### src/rtl/core/p2c_pkg.sv
package p2c_pkg;

	localparam int CORDIC_STAGES = 16;
	localparam int ATAN_ENTRIES  = 24;
	localparam int STAGE_W       = $clog2(ATAN_ENTRIES);

	localparam int RAD_W   = 16;
	localparam int ANG_W   = 24;
	localparam int COORD_W = 18;
	localparam int XY_W    = 34;              // Q10.24 plus CORDIC growth
	localparam int Z_W     = 32;              // binary angle, full circle = 2^32
	localparam int K_W     = 31;
	localparam int PROD_W  = XY_W + K_W;
	localparam int XR_W    = COORD_W + 1;
	localparam int XR_LSB  = 46;

	// angle reduction: u = ang + 92 full turns is never negative, and
	// z = floor(u * 2^21 / 45) mod 2^32 = {q[10:0], floor(rem * 2^21 / 45)}
	localparam int ANGLE_DIV = 45;
	localparam int U_W       = 25;
	localparam int QU_W      = 11;
	localparam int REM_W     = 6;
	localparam int FRAC_W    = 21;
	localparam int RECIP_W   = 26;
	localparam int RECIP_SH  = 31;
	localparam int MULT_W    = U_W + RECIP_W;
	localparam logic signed [U_W:0]       ANG_OFFSET = 26'sd8478720;
	localparam logic [RECIP_W-1:0]        RECIP_DIV  = 26'd47721859;
	localparam logic [REM_W-1:0]          DIV_NARROW = REM_W'(ANGLE_DIV);

	localparam logic signed [Z_W-1:0] Z_QUARTER_POS = 32'sd1073741824;
	localparam logic signed [Z_W-1:0] Z_QUARTER_NEG = -32'sd1073741824;

	localparam logic signed [K_W-1:0]    GAIN_K     = 31'sd652032874;
	localparam logic signed [PROD_W-1:0] GAIN_ROUND = 65'sd35184372088832;

	localparam logic signed [Z_W-1:0] ATAN_TAB [ATAN_ENTRIES] = '{
		32'sd536870912, 32'sd316933406, 32'sd167458907, 32'sd85004756,
		32'sd42667331, 32'sd21354465, 32'sd10679838, 32'sd5340245,
		32'sd2670163, 32'sd1335087, 32'sd667544, 32'sd333772,
		32'sd166886, 32'sd83443, 32'sd41722, 32'sd20861,
		32'sd10430, 32'sd5215, 32'sd2608, 32'sd1304,
		32'sd652, 32'sd326, 32'sd163, 32'sd81
	};

	typedef logic [ANGLE_DIV-1:0][FRAC_W-1:0] frac_tab_t;

	function automatic frac_tab_t build_frac_tab();
		frac_tab_t t;
		for (int i = 0; i < ANGLE_DIV; i++) begin
			t[i] = FRAC_W'((i << FRAC_W) / ANGLE_DIV);
		end
		return t;
	endfunction

	localparam frac_tab_t FRAC_TAB = build_frac_tab();

	localparam logic [1:0] REG_X_LOW  = 2'd0;
	localparam logic [1:0] REG_X_HIGH = 2'd1;
	localparam logic [1:0] REG_Y_LOW  = 2'd2;
	localparam logic [1:0] REG_Y_HIGH = 2'd3;

	typedef struct packed {
		logic                   flip;
		logic signed [XY_W-1:0] x;
		logic signed [XY_W-1:0] y;
		logic signed [Z_W-1:0]  z;
	} cordic_t;

	typedef struct packed {
		logic signed [COORD_W-1:0] x_lo;
		logic signed [COORD_W-1:0] x_hi;
		logic signed [COORD_W-1:0] y_lo;
		logic signed [COORD_W-1:0] y_hi;
	} limits_t;

	typedef struct packed {
		logic [COORD_W-1:0] x_out;
		logic [COORD_W-1:0] y_out;
		logic               x_rep;
		logic               y_rep;
	} result_t;

endpackage

### src/rtl/core/p2c_angle.sv
module p2c_angle
	import p2c_pkg::*;
(
	input  logic                    clk,
	input  logic                    arst_n,
	input  logic                    en,
	input  logic                    in_valid,
	input  logic signed [RAD_W-1:0] radius,
	input  logic signed [ANG_W-1:0] angle,
	output logic                    out_valid,
	output cordic_t                 out_data
);

	logic signed [U_W:0]     u_wide;
	logic [U_W-1:0]          u;
	logic [MULT_W-1:0]       prod;
	logic                    valid_s1;
	logic [QU_W-1:0]         qu_s1;
	logic [REM_W-1:0]        ulo_s1;
	logic signed [RAD_W-1:0] rad_s1;
	logic [2*REM_W-1:0]      qmul;
	logic [REM_W-1:0]        rem;
	logic signed [Z_W-1:0]   z_raw;
	logic                    flip;
	logic                    valid_s2;
	cordic_t                 data_s2;

	assign u_wide = (U_W+1)'(angle) + ANG_OFFSET;
	assign u      = u_wide[U_W-1:0];
	assign prod   = MULT_W'(u) * MULT_W'(RECIP_DIV);

	always_ff @(posedge clk or negedge arst_n) begin
		if (!arst_n) begin
			valid_s1 <= 1'b0;
			valid_s2 <= 1'b0;
		end else if (en) begin
			valid_s1 <= in_valid;
			valid_s2 <= valid_s1;
		end
	end

	always_ff @(posedge clk) begin
		if (en) begin
			qu_s1  <= prod[RECIP_SH +: QU_W];
			ulo_s1 <= u[REM_W-1:0];
			rad_s1 <= radius;
		end
	end

	// remainder only needs the low bits, it is known to be below the divisor
	assign qmul  = DIV_NARROW * qu_s1[REM_W-1:0];
	assign rem   = ulo_s1 - qmul[REM_W-1:0];
	assign z_raw = {qu_s1, FRAC_TAB[rem]};
	assign flip  = (z_raw > Z_QUARTER_POS) || (z_raw < Z_QUARTER_NEG);

	always_ff @(posedge clk) begin
		if (en) begin
			data_s2.flip <= flip;
			data_s2.x    <= XY_W'(rad_s1) <<< 16;
			data_s2.y    <= '0;
			// moving by half a turn toggles the top bit
			data_s2.z    <= {z_raw[Z_W-1] ^ flip, z_raw[Z_W-2:0]};
		end
	end

	assign out_valid = valid_s2;
	assign out_data  = data_s2;

endmodule

### config.mk
export PLATFORM = sky130hd
export DESIGN_NAME = p2c_angle
export DESIGN_NICKNAME = d
export VERILOG_FILES = /design/src/rtl/core/p2c_pkg.sv /design/src/rtl/core/p2c_angle.sv
export SDC_FILE = /design/constraint.sdc
export NUM_CORES = 1
export LEC_CHECK = 0
export BUFFER_PORTS_ARGS = -buffer_cell sky130_fd_sc_hd__buf_4
export CAP_MARGIN = 40
export CORE_MARGIN = 5
export CORE_UTILIZATION = 35
export DETAILED_ROUTE_END_ITERATION = 16
export GPL_TIMING_DRIVEN = 0
export MAX_ROUTING_LAYER = met4
export SETUP_SLACK_MARGIN = 0.4
export SLEW_MARGIN = 20
export SYNTH_ARGS = -nofsm -noshare
export SYNTH_HDL_FRONTEND = slang
export SYNTH_SLANG_ARGS = --single-unit
### constraint.sdc
create_clock -name clk -period 5.4 [get_ports clk]
set_input_delay 1.08 -clock clk [delete_from_list [all_inputs] [get_ports clk]]
set_output_delay 1.08 -clock clk [all_outputs]
set_load 0.03 [all_outputs]
==> flow_metrics.py <==
metrics = {
    "timing": {
        "final.setup.worst_slack_ns": -1.86,
        "fin_crit_sh": 1.34,
        "timing.fmax_ghz": 0.138,
        "grt_setup_unrepaired": "true",
        "period_minus_slack_ns": 7.26,
        "tightest_slew_ns": 0.703,
        "maxSlewViolCount": 0,
        "hold_viol": 0,
        "setup_viol": 11,
        "slew_headroom": 0.528,
        "skew_ns": 0.00536,
    },
    "setup_path": {
        "crit_path_start_kind": "primary input",
        "r2r-end": "out_data[31]",
        "path_max_fanout": 4,
        "r2r.worst_path.cells": 18,
        "reg2reg_from": "qu_s1[0]",
        "reg2reg_slack_ns": 0.82,
        "arrival_ns": 7.34,
        "end_kind": "register",
        "worstPathRequired_ns": 5.48,
        "worst-setup-path-type": "primary input to register",
    },
    "synthesis": {
        "ys_seq_elements": 75,
        "synth_fa_ha_area_frac": 0.515,
        "yosysWarningCount": 0,
        "synth_xor_area_frac": 0.0420,
        "synth_ff_type": "edfxtp_1",
        "synth-simple-area-share": 0.0415,
        "synth_top_area_cell": "fa_1",
        "synth_compound_area_frac": 0.0633,
        "synthArstFlopShare": 0.0267,
        "syn_area_sq_mm": 0.0118,
        "synth_mux_area_frac": 0.00890,
        "synthTopCellsByCount": "303 x inv_1, 217 x ha_1, 168 x fa_1",
        "synth.distinct_cells": 68,
        "synth_area_leaders": "fa_1 28%, ha_1 23%, edfxtp_1 19%",
        "synth_area_per_cell_sq_um": 10.7,
        "yosysSeqAreaShare": 0.190,
        "synth_edf_count": 73,
        "synth_cells": 1100,
        "synth_top_family_by_area": "adder cells",
        "yosysMostFrequentCell": "inv_1",
        "synth_top_area_share": 0.285,
    },
    "global_routing": {
        "overflow": 0,
        "grt_pass1_wl_um": 43700,
        "track_usage": 0.148,
        "antenna_found_initial": 0,
        "grt_max_degree": 57,
        "grt_pass1_vias": 8223,
    },
    "place": {
        "gp_congestion": 0.902,
        "placedCellCount": 1693,
        "port_buffers": 95,
        "hpwl_um": 23800,
        "pre_cts_ws_ns": -2.58,
    },
    "clock_network": {
        "cts_tree": "yes",
        "cts_root_buf": "clkbuf_16",
        "htree_levels": 3,
        "clkSlewWorstSetupHoldPaths_ns": 0.06,
        "clockBufferDepth": 2,
        "cts_buffers": 9,
        "cts.sinks": 75,
        "clock_latency_ns": 0.33,
    },
    "finish": {
        "antenna_cells": 0,
        "fin_cells": 1751,
        "layout-drive-gt1-share": 0.256,
        "synthToLayoutAreaGrowth_pct": 23.0,
        "postLayoutCoreUtil": 0.434,
        "nets": 1727,
        "nFillCells": 3176,
    },
    "die": {
        "initial_core_util": 0.353,
        "die_y_um": 194,
        "die_x_um": 194,
        "pin_count": 146,
        "dieArea_sq_mm": 0.0375,
        "fp.coreArea_sq_mm": 0.0334,
        "std_cell_rows": 67,
    },
    "routing": {
        "first_pass_iters": 5,
        "vias": 7844,
        "wire_per_inst_um": 15.5,
        "drc": 0,
        "drt-total-wl_um": 27200,
        "drtIter0Drc": 345,
        "avgViaCountPerCell": 4.48,
        "detail-route-antenna-nets": 0,
    },
    "status": {
        "outcome": "finished, violations left",
        "violations": "negative setup slack",
    },
    "worst_hold_path": {
        "whs_endpoint": "out_data[95]",
        "holdCritStartpoint": "rad_s1[13]",
        "min_path_cells": 0,
        "min_path_type": "register to register",
    },
    "run": {
        "cap_violations": 0,
    },
}
## final cells by class
type	count	area, sq um	area share
flip-flops and latches	75	2240	0.154
well taps	448	561	0.0386
plain buffers	70	507	0.0349
repair buffers	138	1110	0.0764
inverters	303	1150	0.0791
clock buffers	10	229	0.0158
multi-input cells	701	8660	0.596
clock inverters	6	71.3	0.00491
## timing repair
action	CTS	global route
gates resized for setup	52	53
pin swaps	41	56
hold buffers	0	0
setup buffers	24	18
setup endpoints to repair	11	13
endpoints found under the hold margin	0	0
## stage by stage
step / setup TNS (ns) / hold slack, ns / area, sq um
floorplan: -15.40 / 0.400 / 12100
global placement: -24.93 / 0.401 / 13400
detailed placement: -25.22 / 0.405 / 13400
CTS: -17.31 / 0.419 / 14200
global route: -19.80 / 0.426 / 14500
finish: -17.29 / 0.418 / 14500
## worst max-delay path, stage by stage
cell and delay (ns):
buf_8 0.09, clkinvlp_4 0.09, ha_4 0.18, inv_4 0.06, a21oi_4 0.05, nor2b_2 0.12, and3_4 0.19, nand4_1 0.18
xor2_2 0.26, inv_2 0.07, ha_4 0.26, buf_12 0.13, fa_2 0.52, inv_2 0.04, fa_2 0.53, fa_1 0.44
fa_2 0.55, fa_1 0.44, fa_1 0.43, ha_4 0.26, a21o_1 0.19, a21o_1 0.18, a21o_1 0.18, a21oi_2 0.16
o21ai_2 0.10, or4_1 0.40, and2_1 0.17
## sequential cells by signal (all words and copies together) (netlist names)
register   flops
out_data      40
valid_s1       1
out_valid      1
rad_s1        16
ulo_s1         6
qu_s1         11
## cells by family (layout without fill, tap and decap cells)
logic type | Yosys count | count (layout)
other cells | 1 | 50
xor+xnor | 45 | 45
compound gates | 112 | 112
buf+inv | 373 | 527
simple gates | 99 | 99
flops | 75 | 75
fa+ha+maj | 385 | 385
mux | 10 | 10
## worst max path at each step
stage	from	endpoint	slack, ns	depth (start not counted)
final	angle[13]	qu_s1[7]	-1.86	27
after global routing	angle[13]	qu_s1[10]	-2.07	29
after CTS	angle[13]	qu_s1[7]	-1.80	28
after detailed placement	angle[13]	qu_s1[10]	-2.58	27
after global placement	angle[13]	qu_s1[10]	-2.56	27
after floorplan	angle[13]	qu_s1[7]	-1.71	27
## routing by layer
metal | share of wire | vias to the layer above | track usage | wire length [um]
li1 | - | 3780 | - | -
met1 | 0.43 | 3835 | 0.188 | 11700
met2 | 0.50 | 204 | 0.257 | 13700
met3 | 0.053 | 25 | 0.0250 | 1440
met4 | 0.013 | 0 | 0.0228 | 357
met5 | 0 | - | - | 0
## cells in the final DEF (no fill, tap or decap), drive strengths merged, types with 25 or more instances in the layout
cell type  count
ha           217
nor2          30
o21ai         25
fa           168
buf          206
edfxtp        73
nand2         33
inv          304
conb          50
a21oi         28
xnor2         30
Power is not shown: default switching activity piles up to over one toggle a cycle in this logic, so the estimate is an artifact.
