==> src/rtl/core/p2c_pkg.sv <==
package p2c_pkg;

	localparam int CORDIC_STAGES = 16;
	localparam int ATAN_ENTRIES  = 24;
	localparam int STAGE_W       = $clog2(ATAN_ENTRIES);

	localparam int RAD_W   = 16;
	localparam int ANG_W   = 24;
	localparam int COORD_W = 18;
	localparam int XY_W    = 34;              // Q10.24 plus CORDIC growth
	localparam int Z_W     = 32;              // binary angle, full circle = 2^32
	localparam int K_W     = 31;
	localparam int PROD_W  = XY_W + K_W;
	localparam int XR_W    = COORD_W + 1;
	localparam int XR_LSB  = 46;

	// angle reduction: u = ang + 92 full turns is never negative, and
	// z = floor(u * 2^21 / 45) mod 2^32 = {q[10:0], floor(rem * 2^21 / 45)}
	localparam int ANGLE_DIV = 45;
	localparam int U_W       = 25;
	localparam int QU_W      = 11;
	localparam int REM_W     = 6;
	localparam int FRAC_W    = 21;
	localparam int RECIP_W   = 26;
	localparam int RECIP_SH  = 31;
	localparam int MULT_W    = U_W + RECIP_W;
	localparam logic signed [U_W:0]       ANG_OFFSET = 26'sd8478720;
	localparam logic [RECIP_W-1:0]        RECIP_DIV  = 26'd47721859;
	localparam logic [REM_W-1:0]          DIV_NARROW = REM_W'(ANGLE_DIV);

	localparam logic signed [Z_W-1:0] Z_QUARTER_POS = 32'sd1073741824;
	localparam logic signed [Z_W-1:0] Z_QUARTER_NEG = -32'sd1073741824;

	localparam logic signed [K_W-1:0]    GAIN_K     = 31'sd652032874;
	localparam logic signed [PROD_W-1:0] GAIN_ROUND = 65'sd35184372088832;

	localparam logic signed [Z_W-1:0] ATAN_TAB [ATAN_ENTRIES] = '{
		32'sd536870912, 32'sd316933406, 32'sd167458907, 32'sd85004756,
		32'sd42667331, 32'sd21354465, 32'sd10679838, 32'sd5340245,
		32'sd2670163, 32'sd1335087, 32'sd667544, 32'sd333772,
		32'sd166886, 32'sd83443, 32'sd41722, 32'sd20861,
		32'sd10430, 32'sd5215, 32'sd2608, 32'sd1304,
		32'sd652, 32'sd326, 32'sd163, 32'sd81
	};

	typedef logic [ANGLE_DIV-1:0][FRAC_W-1:0] frac_tab_t;

	function automatic frac_tab_t build_frac_tab();
		frac_tab_t t;
		for (int i = 0; i < ANGLE_DIV; i++) begin
			t[i] = FRAC_W'((i << FRAC_W) / ANGLE_DIV);
		end
		return t;
	endfunction

	localparam frac_tab_t FRAC_TAB = build_frac_tab();

	localparam logic [1:0] REG_X_LOW  = 2'd0;
	localparam logic [1:0] REG_X_HIGH = 2'd1;
	localparam logic [1:0] REG_Y_LOW  = 2'd2;
	localparam logic [1:0] REG_Y_HIGH = 2'd3;

	typedef struct packed {
		logic                   flip;
		logic signed [XY_W-1:0] x;
		logic signed [XY_W-1:0] y;
		logic signed [Z_W-1:0]  z;
	} cordic_t;

	typedef struct packed {
		logic signed [COORD_W-1:0] x_lo;
		logic signed [COORD_W-1:0] x_hi;
		logic signed [COORD_W-1:0] y_lo;
		logic signed [COORD_W-1:0] y_hi;
	} limits_t;

	typedef struct packed {
		logic [COORD_W-1:0] x_out;
		logic [COORD_W-1:0] y_out;
		logic               x_rep;
		logic               y_rep;
	} result_t;

endpackage

==> src/rtl/core/p2c_gain.sv <==
module p2c_gain
	import p2c_pkg::*;
(
	input  logic    clk,
	input  logic    arst_n,
	input  logic    en,
	input  limits_t limits,
	input  logic    in_valid,
	input  cordic_t in_data,
	output logic    out_valid,
	output result_t out_data
);

	logic                     valid_s1, valid_s2, valid_s3;
	logic signed [XY_W-1:0]   xn_s1, yn_s1;
	logic signed [PROD_W-1:0] px_s2, py_s2;
	logic signed [PROD_W-1:0] sx, sy;
	logic signed [XR_W-1:0]   xr, yr;
	logic signed [XR_W-1:0]   x_lo, x_hi, y_lo, y_hi;
	logic                     x_bad, y_bad;
	result_t                  res_s3;

	always_ff @(posedge clk or negedge arst_n) begin
		if (!arst_n) begin
			valid_s1 <= 1'b0;
			valid_s2 <= 1'b0;
			valid_s3 <= 1'b0;
		end else if (en) begin
			valid_s1 <= in_valid;
			valid_s2 <= valid_s1;
			valid_s3 <= valid_s2;
		end
	end

	always_ff @(posedge clk) begin
		if (en) begin
			xn_s1 <= in_data.flip ? -in_data.x : in_data.x;
			yn_s1 <= in_data.flip ? -in_data.y : in_data.y;
			px_s2 <= PROD_W'(xn_s1) * PROD_W'(GAIN_K);
			py_s2 <= PROD_W'(yn_s1) * PROD_W'(GAIN_K);
		end
	end

	// round to nearest, ties up, down to Q10.8
	assign sx = px_s2 + GAIN_ROUND;
	assign sy = py_s2 + GAIN_ROUND;
	assign xr = sx[XR_LSB +: XR_W];
	assign yr = sy[XR_LSB +: XR_W];

	assign x_lo  = XR_W'(limits.x_lo);
	assign x_hi  = XR_W'(limits.x_hi);
	assign y_lo  = XR_W'(limits.y_lo);
	assign y_hi  = XR_W'(limits.y_hi);
	assign x_bad = (xr > x_hi) || (xr < x_lo);
	assign y_bad = (yr > y_hi) || (yr < y_lo);

	always_ff @(posedge clk) begin
		if (en) begin
			res_s3.x_out <= x_bad ? limits.x_lo : xr[COORD_W-1:0];
			res_s3.y_out <= y_bad ? limits.y_lo : yr[COORD_W-1:0];
			res_s3.x_rep <= x_bad;
			res_s3.y_rep <= y_bad;
		end
	end

	assign out_valid = valid_s3;
	assign out_data  = res_s3;

endmodule

==> config.mk <==
export PLATFORM = sky130hd
export DESIGN_NAME = p2c_gain
export DESIGN_NICKNAME = d
export VERILOG_FILES = /design/src/rtl/core/p2c_pkg.sv /design/src/rtl/core/p2c_gain.sv
export SDC_FILE = /design/constraint.sdc
export NUM_CORES = 2
export LEC_CHECK = 0
export ABC_AREA = 1
export BUFFER_PORTS_ARGS = -buffer_cell sky130_fd_sc_hd__buf_2
export CAP_MARGIN = 20
export CORE_MARGIN = 2
export CORE_UTILIZATION = 50
export DETAILED_ROUTE_END_ITERATION = 12
export MAX_ROUTING_LAYER = met4
export PLACE_DENSITY = 0.65
export SKIP_CTS_REPAIR_TIMING = 1
export SLEW_MARGIN = 20
export SYNTH_ARGS = -nofsm -noshare
export SYNTH_HDL_FRONTEND = slang
export SYNTH_SLANG_ARGS = --single-unit
==> constraint.sdc <==
create_clock -name clk -period 10.85 [get_ports clk]
set_clock_uncertainty 0.05 [all_clocks]
set_input_delay 1.6275 -clock clk [delete_from_list [all_inputs] [get_ports clk]]
set_output_delay 1.6275 -clock clk [all_outputs]
set_load 0.01 [all_outputs]
==> impl_results.md <==
* Area growth, synth to finish at 6.13%
* Total of flip-flops plus latches after synthesis at 149
* Top achievable clock speed at about 140 MHz
* Sequence of cells on the critical path: ha_1 > inv_1 > fa_1 > fa_1 > fa_1 > inv_1 > fa_1 > fa_1 > fa_1 > inv_1 > fa_1 > inv_1 > ha_1 > nand2_1 > nor2_1 > nand2_1 > inv_1 > nand3_1 > nor4_1 > nand2_1 > nand3_1 > nand2_1
* Clock tree root driver cell: sky130_fd_sc_hd__clkbuf_16
* Startpoint of the tightest hold check path: valid_s1
* Outcome: finished clean
* CTS Buf Count at 17
* Total standard cell area after synthesis at 0.0514 mm²
* FFs w/ async S/R, synth at 0.0201
* Top_reg_cell synth: sky130_fd_sc_hd__edfxtp_1
* Actual transition at the worst max-transition pin at 0.907 ns
* Worst setup SP type: flop
* Average wire per standard cell at 19.9 µm
* Worst Path Max Fanout at 6
* Clock net sink count at between 100 and 150
* Count of cell types in the netlist at 47
* Crit. End Element: flop
* Layout cells sized above 1 at 0.0427
* Post-detailed-placement half-perimeter wirelength at around 140 mm
* Final Slew Violations at 0
* Top cells by area in the synthesized netlist: sky130_fd_sc_hd__fa_1 (41%), sky130_fd_sc_hd__ha_1 (17%), sky130_fd_sc_hd__inv_1 (15%), sky130_fd_sc_hd__edfxtp_1 (8.5%), sky130_fd_sc_hd__nand2_1 (6.7%)
* Core area at 0.102 mm²
* Total number of vias at 38300
* Number of nets in the final layout at 8135
* Share of synthesized area occupied by flip-flops and latches at 0.0867
* Vias per cell at around 5
* Dominant cell by count in the synthesized netlist: sky130_fd_sc_hd__inv_1
* Global-route wire length before repair at between 200 and 250 mm
* Min Tclk post-route at 7.18 ns
* Deepest level of the CTS H-tree at 4
* Post-route setup TNS at 0 ns
* Rel. slew slack at 0.395
* # rows at 117
* CTS tree: built
* CP peak stage delay at 0.82 ns
* Iter 0 DRT Violations at 2505
* Remaining global-route overflow at 0
* Number of antenna violations at the first check in global routing at 1
* Number of failing hold endpoints at the final stage at 0
* RSZ-0062 raised after global routing: false
* # port buffers at 183
* Final routed wirelength across all metal layers at 152 mm
* Area enclosed by the die boundary at between 0.1 and 0.15 mm²
* Post-Route Utilization at 0.536
* Syn nets at ~7900
* Initial standard-cell utilization of the core at 0.505
* Worst path slowest cell: sky130_fd_sc_hd__edfxtp_1
* Most numerous cell types in the synthesized netlist: sky130_fd_sc_hd__inv_1 (2068), sky130_fd_sc_hd__fa_1 (1045), sky130_fd_sc_hd__nand2_1 (923)
* Most prevalent standard cell on the critical path: sky130_fd_sc_hd__fa_1
* CTS Buffer Depth at 2
* Overall Global Routing Usage at 0.310
* Portion of synthesized cell area occupied by the leading cell type at 0.407
* Family of cells with the greatest summed delay on the critical path: adder cells
* Maximum number of pins on one net before global-route repair at 86
* Number of synthesized flops with an enable pin at between 100 and 150
* Buffering stage count on the worst path with inverters included at 5
* Mean cell area of the mapped netlist at 8.52 µm²
* Final Cycle Share at 0.662
* Launching point of the worst reg2reg path: xn_s1[27]
* Fillers at 9696
* Data arrival time of the critical path at 7.38 ns
* Class of the most critical hold timing path: flop to flop
* Die extent in x at around 320 µm
* Max_cap viols at 0
* Vias in the first global route at 41700
* Clk pin slew, worst setup/hold paths at 0.07 ns
* Routability congestion estimate at slightly above 1
* Critical path class: flop to flop
* YS warnings at 0
* Critical Path Source: xn_s1[27]
* Data required time at the worst endpoint at 11.04 ns
* Synth area leader: sky130_fd_sc_hd__fa_1
* # setup viols final at 0
* Drc violations at 0
* Count of boundary I/O pins at 216
* Die H at 325 µm
* Clock latency reported for the late side of the worst-skew pair at ~0.50 ns
* Number of instances in the synthesized netlist at just over 6000
* Pre-antenna DRT Iters at 5
* DRT antenna net count at 0
-- stage by stage --
stage          cells  worst slack (ns)  hold WS (ns)  instance area (µm²)
2_1_floorplan   6040              3.58         0.428                51400
3_3_place_gp    7582              3.76         0.437                54000
3_5_place_dp    7582              3.71         0.450                54000
4_1_cts         7614              3.73         0.466                54600
5_1_grt         7615              3.28         0.489                54600
6_report        7617              3.67         0.463                54600
-- path summary, 6_finish.rpt --
check / cells after the start / endpoint / slack (ns)
worst max register to register: 22 / px_s2[52] / 3.67
min in group asynchronous: 1 / valid_s2 / 0.86
worst max-delay path: 22 / px_s2[52] / 3.67
worst min register to register: 2 / valid_s2 / 0.46
max in group asynchronous: 1 / valid_s1 / 9.79
worst min-delay path: 2 / valid_s2 / 0.46
-- per-layer routing --
metal  up-vias  GRT usage  share of wire  wire (µm)
met1     18900      0.374           0.40      61100
li1      18100          -              -          -
met4         0      0.131          0.051       7680
met3       296     0.0320          0.048       7280
met5         -          -              0          0
met2      1016      0.529           0.50      75400
-- logic make-up (layout without fill, tap and decap cells) --
kind of cell,Yosys count,in the layout,synth area share
flops,149,149,0.0867
xor+xnor,128,128,0.0221
fa+ha+maj,1725,1725,0.572
other cells,0,3,0
simple gates,1575,1575,0.127
buf+inv,2085,2291,0.153
compound gates,377,377,0.0390
mux,1,1,0.000219
-- cell usage in the layout (no fill, tap or decap), types with 5 or more instances in the layout --
cell and instances:
sky130_fd_sc_hd__xnor2_1 38, sky130_fd_sc_hd__nand3_1 181, sky130_fd_sc_hd__ha_1 680, sky130_fd_sc_hd__inv_6 5
sky130_fd_sc_hd__nor2_2 7, sky130_fd_sc_hd__inv_1 2067, sky130_fd_sc_hd__edfxtp_1 146, sky130_fd_sc_hd__o21ai_0 131
sky130_fd_sc_hd__fa_1 1045, sky130_fd_sc_hd__nand2_1 923, sky130_fd_sc_hd__a21o_1 12, sky130_fd_sc_hd__xor2_1 88
sky130_fd_sc_hd__nand2_2 6, sky130_fd_sc_hd__buf_4 7, sky130_fd_sc_hd__nor2_1 323, sky130_fd_sc_hd__nor4_1 14
sky130_fd_sc_hd__nor3_1 50, sky130_fd_sc_hd__or2_2 7, sky130_fd_sc_hd__nand4_1 34, sky130_fd_sc_hd__a21oi_1 198
sky130_fd_sc_hd__inv_8 5, sky130_fd_sc_hd__nand3b_1 8, sky130_fd_sc_hd__buf_2 182, sky130_fd_sc_hd__o21bai_1 22
sky130_fd_sc_hd__clkbuf_16 17
-- flip-flops by register name, summed over array words and instances (netlist names) --
signal	flops
out_data	38
out_valid	1
px_s2	20
py_s2	20
valid_s1	1
valid_s2	1
xn_s1	34
yn_s1	34
-- cell type report --
cell class | count | area [µm²] | area share
diodes | 3 | 7.51 | 0.000137
clock buffers | 17 | 425 | 0.00779
clock inverters | 15 | 135 | 0.00247
inverters | 2069 | 7770 | 0.142
multi-input cells | 3806 | 39100 | 0.716
flip-flops and latches | 149 | 4460 | 0.0817
well taps | 1368 | 1710 | 0.0313
repair buffers | 190 | 975 | 0.0179
-- tightest hold or removal path: cells and delay by family, from the launching register on --
kind                   cells  cell delay (ns)
AO/OA/AOI/OAI              1             0.06
buffers and inverters      1             0.06
flip-flops                 1             0.36
Power is left out: the tool's default activity adds up to more than one toggle a clock period on the data nets, which glitch-free logic cannot reach.
