===== config.mk =====
export PLATFORM = sky130hd
export DESIGN_NAME = p2c_cell
export DESIGN_NICKNAME = d
export VERILOG_FILES = /design/src/rtl/core/p2c_pkg.sv /design/src/rtl/core/p2c_cell.sv
export SDC_FILE = /design/constraint.sdc
export NUM_CORES = 1
export LEC_CHECK = 0
export ABC_AREA = 1
export BUFFER_PORTS_ARGS = -buffer_cell sky130_fd_sc_hd__buf_4
export CORE_ASPECT_RATIO = 1.4
export CORE_MARGIN = 2
export CORE_UTILIZATION = 60
export DETAILED_ROUTE_END_ITERATION = 6
export MAX_ROUTING_LAYER = met4
export PLACE_DENSITY = 0.83
export RECOVER_POWER = 50
export SLEW_MARGIN = 20
export SYNTH_ARGS = -nofsm -noshare
export SYNTH_HDL_FRONTEND = slang
export SYNTH_SLANG_ARGS = --single-unit
export TNS_END_PERCENT = 20

===== constraint.sdc =====
create_clock -name clk -period 2 [get_ports clk]
set_clock_uncertainty 0.05 [all_clocks]
set_input_delay 0.4 -clock clk [delete_from_list [all_inputs] [get_ports clk]]
set_output_delay 0.4 -clock clk [all_outputs]
set_load 0.01 [all_outputs]

===== src/rtl/core/p2c_pkg.sv =====
package p2c_pkg;

	localparam int CORDIC_STAGES = 16;
	localparam int ATAN_ENTRIES  = 24;
	localparam int STAGE_W       = $clog2(ATAN_ENTRIES);

	localparam int RAD_W   = 16;
	localparam int ANG_W   = 24;
	localparam int COORD_W = 18;
	localparam int XY_W    = 34;              // Q10.24 plus CORDIC growth
	localparam int Z_W     = 32;              // binary angle, full circle = 2^32
	localparam int K_W     = 31;
	localparam int PROD_W  = XY_W + K_W;
	localparam int XR_W    = COORD_W + 1;
	localparam int XR_LSB  = 46;

	// angle reduction: u = ang + 92 full turns is never negative, and
	// z = floor(u * 2^21 / 45) mod 2^32 = {q[10:0], floor(rem * 2^21 / 45)}
	localparam int ANGLE_DIV = 45;
	localparam int U_W       = 25;
	localparam int QU_W      = 11;
	localparam int REM_W     = 6;
	localparam int FRAC_W    = 21;
	localparam int RECIP_W   = 26;
	localparam int RECIP_SH  = 31;
	localparam int MULT_W    = U_W + RECIP_W;
	localparam logic signed [U_W:0]       ANG_OFFSET = 26'sd8478720;
	localparam logic [RECIP_W-1:0]        RECIP_DIV  = 26'd47721859;
	localparam logic [REM_W-1:0]          DIV_NARROW = REM_W'(ANGLE_DIV);

	localparam logic signed [Z_W-1:0] Z_QUARTER_POS = 32'sd1073741824;
	localparam logic signed [Z_W-1:0] Z_QUARTER_NEG = -32'sd1073741824;

	localparam logic signed [K_W-1:0]    GAIN_K     = 31'sd652032874;
	localparam logic signed [PROD_W-1:0] GAIN_ROUND = 65'sd35184372088832;

	localparam logic signed [Z_W-1:0] ATAN_TAB [ATAN_ENTRIES] = '{
		32'sd536870912, 32'sd316933406, 32'sd167458907, 32'sd85004756,
		32'sd42667331, 32'sd21354465, 32'sd10679838, 32'sd5340245,
		32'sd2670163, 32'sd1335087, 32'sd667544, 32'sd333772,
		32'sd166886, 32'sd83443, 32'sd41722, 32'sd20861,
		32'sd10430, 32'sd5215, 32'sd2608, 32'sd1304,
		32'sd652, 32'sd326, 32'sd163, 32'sd81
	};

	typedef logic [ANGLE_DIV-1:0][FRAC_W-1:0] frac_tab_t;

	function automatic frac_tab_t build_frac_tab();
		frac_tab_t t;
		for (int i = 0; i < ANGLE_DIV; i++) begin
			t[i] = FRAC_W'((i << FRAC_W) / ANGLE_DIV);
		end
		return t;
	endfunction

	localparam frac_tab_t FRAC_TAB = build_frac_tab();

	localparam logic [1:0] REG_X_LOW  = 2'd0;
	localparam logic [1:0] REG_X_HIGH = 2'd1;
	localparam logic [1:0] REG_Y_LOW  = 2'd2;
	localparam logic [1:0] REG_Y_HIGH = 2'd3;

	typedef struct packed {
		logic                   flip;
		logic signed [XY_W-1:0] x;
		logic signed [XY_W-1:0] y;
		logic signed [Z_W-1:0]  z;
	} cordic_t;

	typedef struct packed {
		logic signed [COORD_W-1:0] x_lo;
		logic signed [COORD_W-1:0] x_hi;
		logic signed [COORD_W-1:0] y_lo;
		logic signed [COORD_W-1:0] y_hi;
	} limits_t;

	typedef struct packed {
		logic [COORD_W-1:0] x_out;
		logic [COORD_W-1:0] y_out;
		logic               x_rep;
		logic               y_rep;
	} result_t;

endpackage


===== src/rtl/core/p2c_cell.sv =====
module p2c_cell
	import p2c_pkg::*;
(
	input  logic               clk,
	input  logic               arst_n,
	input  logic               en,
	input  logic [STAGE_W-1:0] stage,
	input  logic               in_valid,
	input  cordic_t            in_data,
	output logic               out_valid,
	output cordic_t            out_data
);

	logic signed [XY_W-1:0] dx;
	logic signed [XY_W-1:0] dy;
	logic signed [Z_W-1:0]  atan;
	logic                   valid_q;
	cordic_t                data_q;

	assign dx   = in_data.y >>> stage;
	assign dy   = in_data.x >>> stage;
	assign atan = ATAN_TAB[stage];

	always_ff @(posedge clk or negedge arst_n) begin
		if (!arst_n) begin
			valid_q <= 1'b0;
		end else if (en) begin
			valid_q <= in_valid;
		end
	end

	always_ff @(posedge clk) begin
		if (en) begin
			data_q.flip <= in_data.flip;
			if (!in_data.z[Z_W-1]) begin
				data_q.x <= in_data.x - dx;
				data_q.y <= in_data.y + dy;
				data_q.z <= in_data.z - atan;
			end else begin
				data_q.x <= in_data.x + dx;
				data_q.y <= in_data.y - dy;
				data_q.z <= in_data.z + atan;
			end
		end
	end

	assign out_valid = valid_q;
	assign out_data  = data_q;

endmodule


==> results of run 1 <==
## cells by family after synthesis
family          Yosys count  synth area share [%]
simple gates           1458                 40.46
compound gates          313                 12.05
buf+inv                 313                 8.809
xor+xnor                162                 9.344
fa+ha+maj               109                 9.130
flops                   102                 20.14
mux                       1               0.07415
## metrics by stage
step	worst slack [ns]	utilization [%]	area [um^2]	hold WS, ns	cells
2_1_floorplan	-1.836	-	15610	0.05441	2458
3_3_place_gp	-2.469	89.91	22260	0.1250	3573
3_5_place_dp	-2.813	89.91	22260	0.1261	3573
## synthesized netlist by cell type, types with 9 or more instances
| master | n | area [um^2] |
|---|---|---|
| nand2_1 | 822 | 3085 |
| nand3_1 | 381 | 1907 |
| inv_1 | 208 | 780.8 |
| nor2_1 | 184 | 690.7 |
| a21oi_1 | 128 | 640.6 |
| xor2_1 | 107 | 937.2 |
| ha_1 | 106 | 1326 |
| edfxtp_1 | 101 | 3033 |
| o21ai_0 | 75 | 375.4 |
| xnor2_1 | 55 | 481.7 |
| buf_2 | 29 | 145.1 |
| a31oi_1 | 22 | 137.6 |
| nand4_1 | 21 | 131.4 |
| inv_2 | 19 | 71.32 |
| nor3_1 | 19 | 95.09 |
| buf_1 | 15 | 56.30 |
| buf_4 | 15 | 112.6 |
| clkbuf_1 | 15 | 56.30 |
| o211ai_1 | 15 | 112.6 |
| o21ai_1 | 15 | 75.07 |
| a21o_1 | 10 | 75.07 |
| buf_6 | 9 | 101.4 |
| nor2_2 | 9 | 56.30 |
==> results.md, run 1 <==
* Status: aborted with a tool error
* Stage reached: clock tree synthesis (4_1_cts)
* Log Error: [ERROR DPL-0038] Utilization greater than 100%, impossible to legalize
* Post-CTS Setup Inserts at 75
* Routability cong. at 1.172
* Clk root buf: clkbuf_16
* CTS resizes at 565
* Syn_nets at 2677
* Average cell area after synthesis at 6.178 um^2
* CTS Hold Bufs at 1
* Synthesized instance count at 2458
* CTS Buffer Depth at 2
* Post-synth EDFFs at 101
* Initial core utilization at 61.33%
* Clock sink count at 102
* # rows at 68
* Die Y at 192.2 um
* YS warnings at 0
* CTS buffer count at 9
* Synth unique cells at 56
* I/O Buffers at 211
* Post-Syn Area at 15180 um^2
* H-tree levels at 3
* Primary FF master, synth: edfxtp_1
* Post-synthesis sequential area ratio at 20.14%
* Die X at 138.5 um
* DP HPWL at 56560 um
* Top-Level Pins at 212
* #FFs+latches synth at 102
* Post-synth ARST share at 0.9804%
==> run 2: changes to the inputs <==
Settings changed: CORE_ASPECT_RATIO 1.4 to unset, CORE_UTILIZATION 60 to 40, MAX_ROUTING_LAYER met4 to unset, PLACE_DENSITY 0.83 to unset, PLACE_DENSITY_LB_ADDON set to 0.15.
==> run 2 against run 1 <==
The flow now finishes, with violations (setup timing). Synthesized area is the same. Synthesized cell count is the same.
==> results.md, run 2 <==
* Status: finished, violations left
* Failing checks: setup timing
* Final hold violations at 0
* Clk root buf: clkbuf_16
* Flop pwr share at 18.9%
* Syn_nets at 2677
* Worst endpoint data arrival time at 4.10 ns
* Synth Area in XOR/XNOR at 9.344%
* Remaining routing DRC violations at 0
* Setup violations, final at 97
* Fmax at 250.7 MHz
* Mux share of post-synthesis cell area at 0.07416%
* P_int at 10.31 mW
* Share of the synthesized area in the top cell type at 20.32%
* Final wirelength at 75220 um
* Routed length per instance at 19.26 um
* Crit-path most repeated cell: nand2_1
* Clock network power share at 12.4%
* Fin area at 27040 um^2
* Slowest CP cell: a31oi_2
* Layout area overhead at 78.08%
* Worst stage delay on the critical path at 0.24 ns
* Grt peak-use layer: met2
* Switch share at 42.15%
* Synthesized instance count at 2458
* CTS Buffer Depth at 2
* Gr usage total at 34.25%
* Die X at 198.8 um
* Met3 GRT Util at 4.527%
* Post-synth EDFFs at 101
* Pin slew with the least headroom to its limit at 0.8168 ns
* Nets@finish at 3608
* Largest net degree at the start of global routing at 49
* Worst setup margin at -1.989 ns
* Placed cell area at 22800 um^2
* DP HPWL at 54320 um
* Routability cong. at 0.9764
* Pwr Density at 659.2 nW/um^2
* Logic pwr share at 68.7%
* Max cap viols at 0
* Commonest non-fill, non-tap cells in the layout: buf_4 (910), nand2_1 (672), nand3_1 (280)
* #FFs+latches synth at 102
* CP Capture Type: register
* Antenna violations before repair at 0
* Post-Syn Area at 15180 um^2
* Share of layout cells above drive strength 1 at 47.97%
* Tot Pwr at 17.82 mW
* Path type of the worst setup path: in2reg
* Average cell area after synthesis at 6.178 um^2
* TNS Setup at -150.39 ns
* Max Slew Vio Count at 0
* H-tree levels at 3
* Tmin final at 3.989 ns
* Top cells by count, synth: nand2_1 (822), nand3_1 (381), inv_1 (208), nor2_1 (184), a21oi_1 (128)
* CTS buffer count at 9
* Die ar. at 39540 um^2
* Final core occ at 72.13%
* Primary FF master, synth: edfxtp_1
* Post-route ant nets at 0
* Post-synthesis sequential area ratio at 20.14%
* Met2 Track Usage GR at 57.38%
* Clock sink count at 102
* Pleak at 13.27 nW
* CTS clk-pin slew, worst paths at 0.08 ns
* CP Launch Type: input port
* Antenna cells at 0
* TritonCTS clock tree: done
* Synth Area in Adders at 9.130%
* Top-count cell post-synth: nand2_1
* GRT overflow at 0
* I/O Buffers at 211
* Max reg flops at 101
* Post-synth ARST share at 0.9804%
* Die Y at 198.8 um
* Global-route wire length before repair at 104700 um
* CORE AREA at 37490 um^2
* Post-synth top area cell: nand2_1
* Met1 Usage GRT at 44.52%
* Compound-Gate Fraction of Synth Area at 12.05%
* Peak supply drop at 0.6396 mV
* Initial core utilization at 40.50%
* Number of global-route vias before repair at 19970
* Worst-skew pair later-pin latency at 0.41 ns
* Commonest non-fill, non-tap cell in the layout: buf_4
* # rows at 71
* YS warnings at 0
* Largest family of logic cells by synthesized area: simple AND/OR/NAND/NOR gates
* Synth area leaders: nand2_1 (20%), edfxtp_1 (20%), nand3_1 (13%), ha_1 (8.7%), xor2_1 (6.2%)
* Switching pwr at 7.513 mW
* Class of the worst hold path: in2reg
* Post-synthesis simple-gate area fraction at 40.46%
* Via density at 5.459
* Place WS at -2.907 ns
* CP max FO at 14
* Synth unique cells at 56
* WP data required at 2.11 ns
* Rel. slew slack at 45.55%
* Routed via count at 21320
* Detailed Routing Iterations Pass 1 at 7
* Period utilisation layout at 199.5%
* DRT iter0 DRCs at 1781
* RSZ-0062 raised after global routing: yes
* Top-Level Pins at 212
[run 2: worst paths after layout]
check                           cells after the start  slack, ns             to         start
worst min register to register                      1       0.50      out_valid     out_valid
worst max register to register                      1       1.18      out_valid     out_valid
max in group asynchronous                           2       1.56      out_valid        arst_n
min in group asynchronous                           2       0.25      out_valid        arst_n
worst min-delay path                                1       0.13  out_data[100]  in_data[100]
worst max-delay path                               32      -1.99   out_data[99]      stage[1]
[run 2: critical path: cells and delay by family]
family	cells	cell delay [ns]
AO/OA/AOI/OAI	3	0.54
XOR/XNOR	1	0.15
adder cells (fa/ha/maj)	2	0.37
buffers and inverters	9	1.04
AND/OR/NAND/NOR	17	1.59
[run 2: area by class of cell]
type | instances | area (um^2)
timing repair buffer | 998 | 8137
clock buffer | 9 | 225.2
sequential | 102 | 3058
inverter | 230 | 928.4
tap | 511 | 639.4
clock inverter | 7 | 118.9
fill | 2979 | 10450
timing repair inverter | 5 | 70.07
multi-input combinational | 2043 | 13860
[run 2: layer usage]
metal	vias to the layer above	share of wire, %
li1	10060	-
met2	1009	46
met3	274	7.0
met4	0	5.2
met1	9978	41
met5	-	0
[run 2: what timing repair did]
| item | 4_1_cts | 5_1_grt |
|---|---|---|
| hold buffers | 1 | 0 |
| endpoints found under the hold margin | 1 | 0 |
| setup buffers | 16 | 50 |
| resized for setup | 261 | 455 |
| pin swaps | 69 | 169 |
| gates cloned | 6 | 12 |
| setup endpoints to repair | 97 | 97 |
[run 2: kinds of logic after synthesis]
group / after synthesis
and+or+nand+nor: 1458
AOI/OAI and AO/OA: 313
buffers and inverters: 313
xor gates and xnor gates: 162
adders and majority gates: 109
DFF: 102
muxes: 1
[run 2: power groups by stage]
stage / clock (mW) / sequential (mW) / combinational [mW]
4_1_cts: 2.24 / 3.37 / 10.5
5_1_grt: 2.25 / 3.42 / 13.1
2_1_floorplan: 0 / 3.71 / 4.41
3_3_place_gp: 0 / 3.39 / 9.59
6_report: 2.21 / 3.37 / 12.2
3_5_place_dp: 0 / 3.40 / 9.71
[run 2: per-stage QoR]
stage | hold WS, ns | std cells
after floorplan | 0.05441 | 2458
after global placement | 0.1256 | 3806
after detailed placement | 0.1263 | 3806
after CTS | 0.09704 | 3845
after global routing | 0.1345 | 3905
final | 0.1278 | 3905
(Power assumes the default switching activity.)
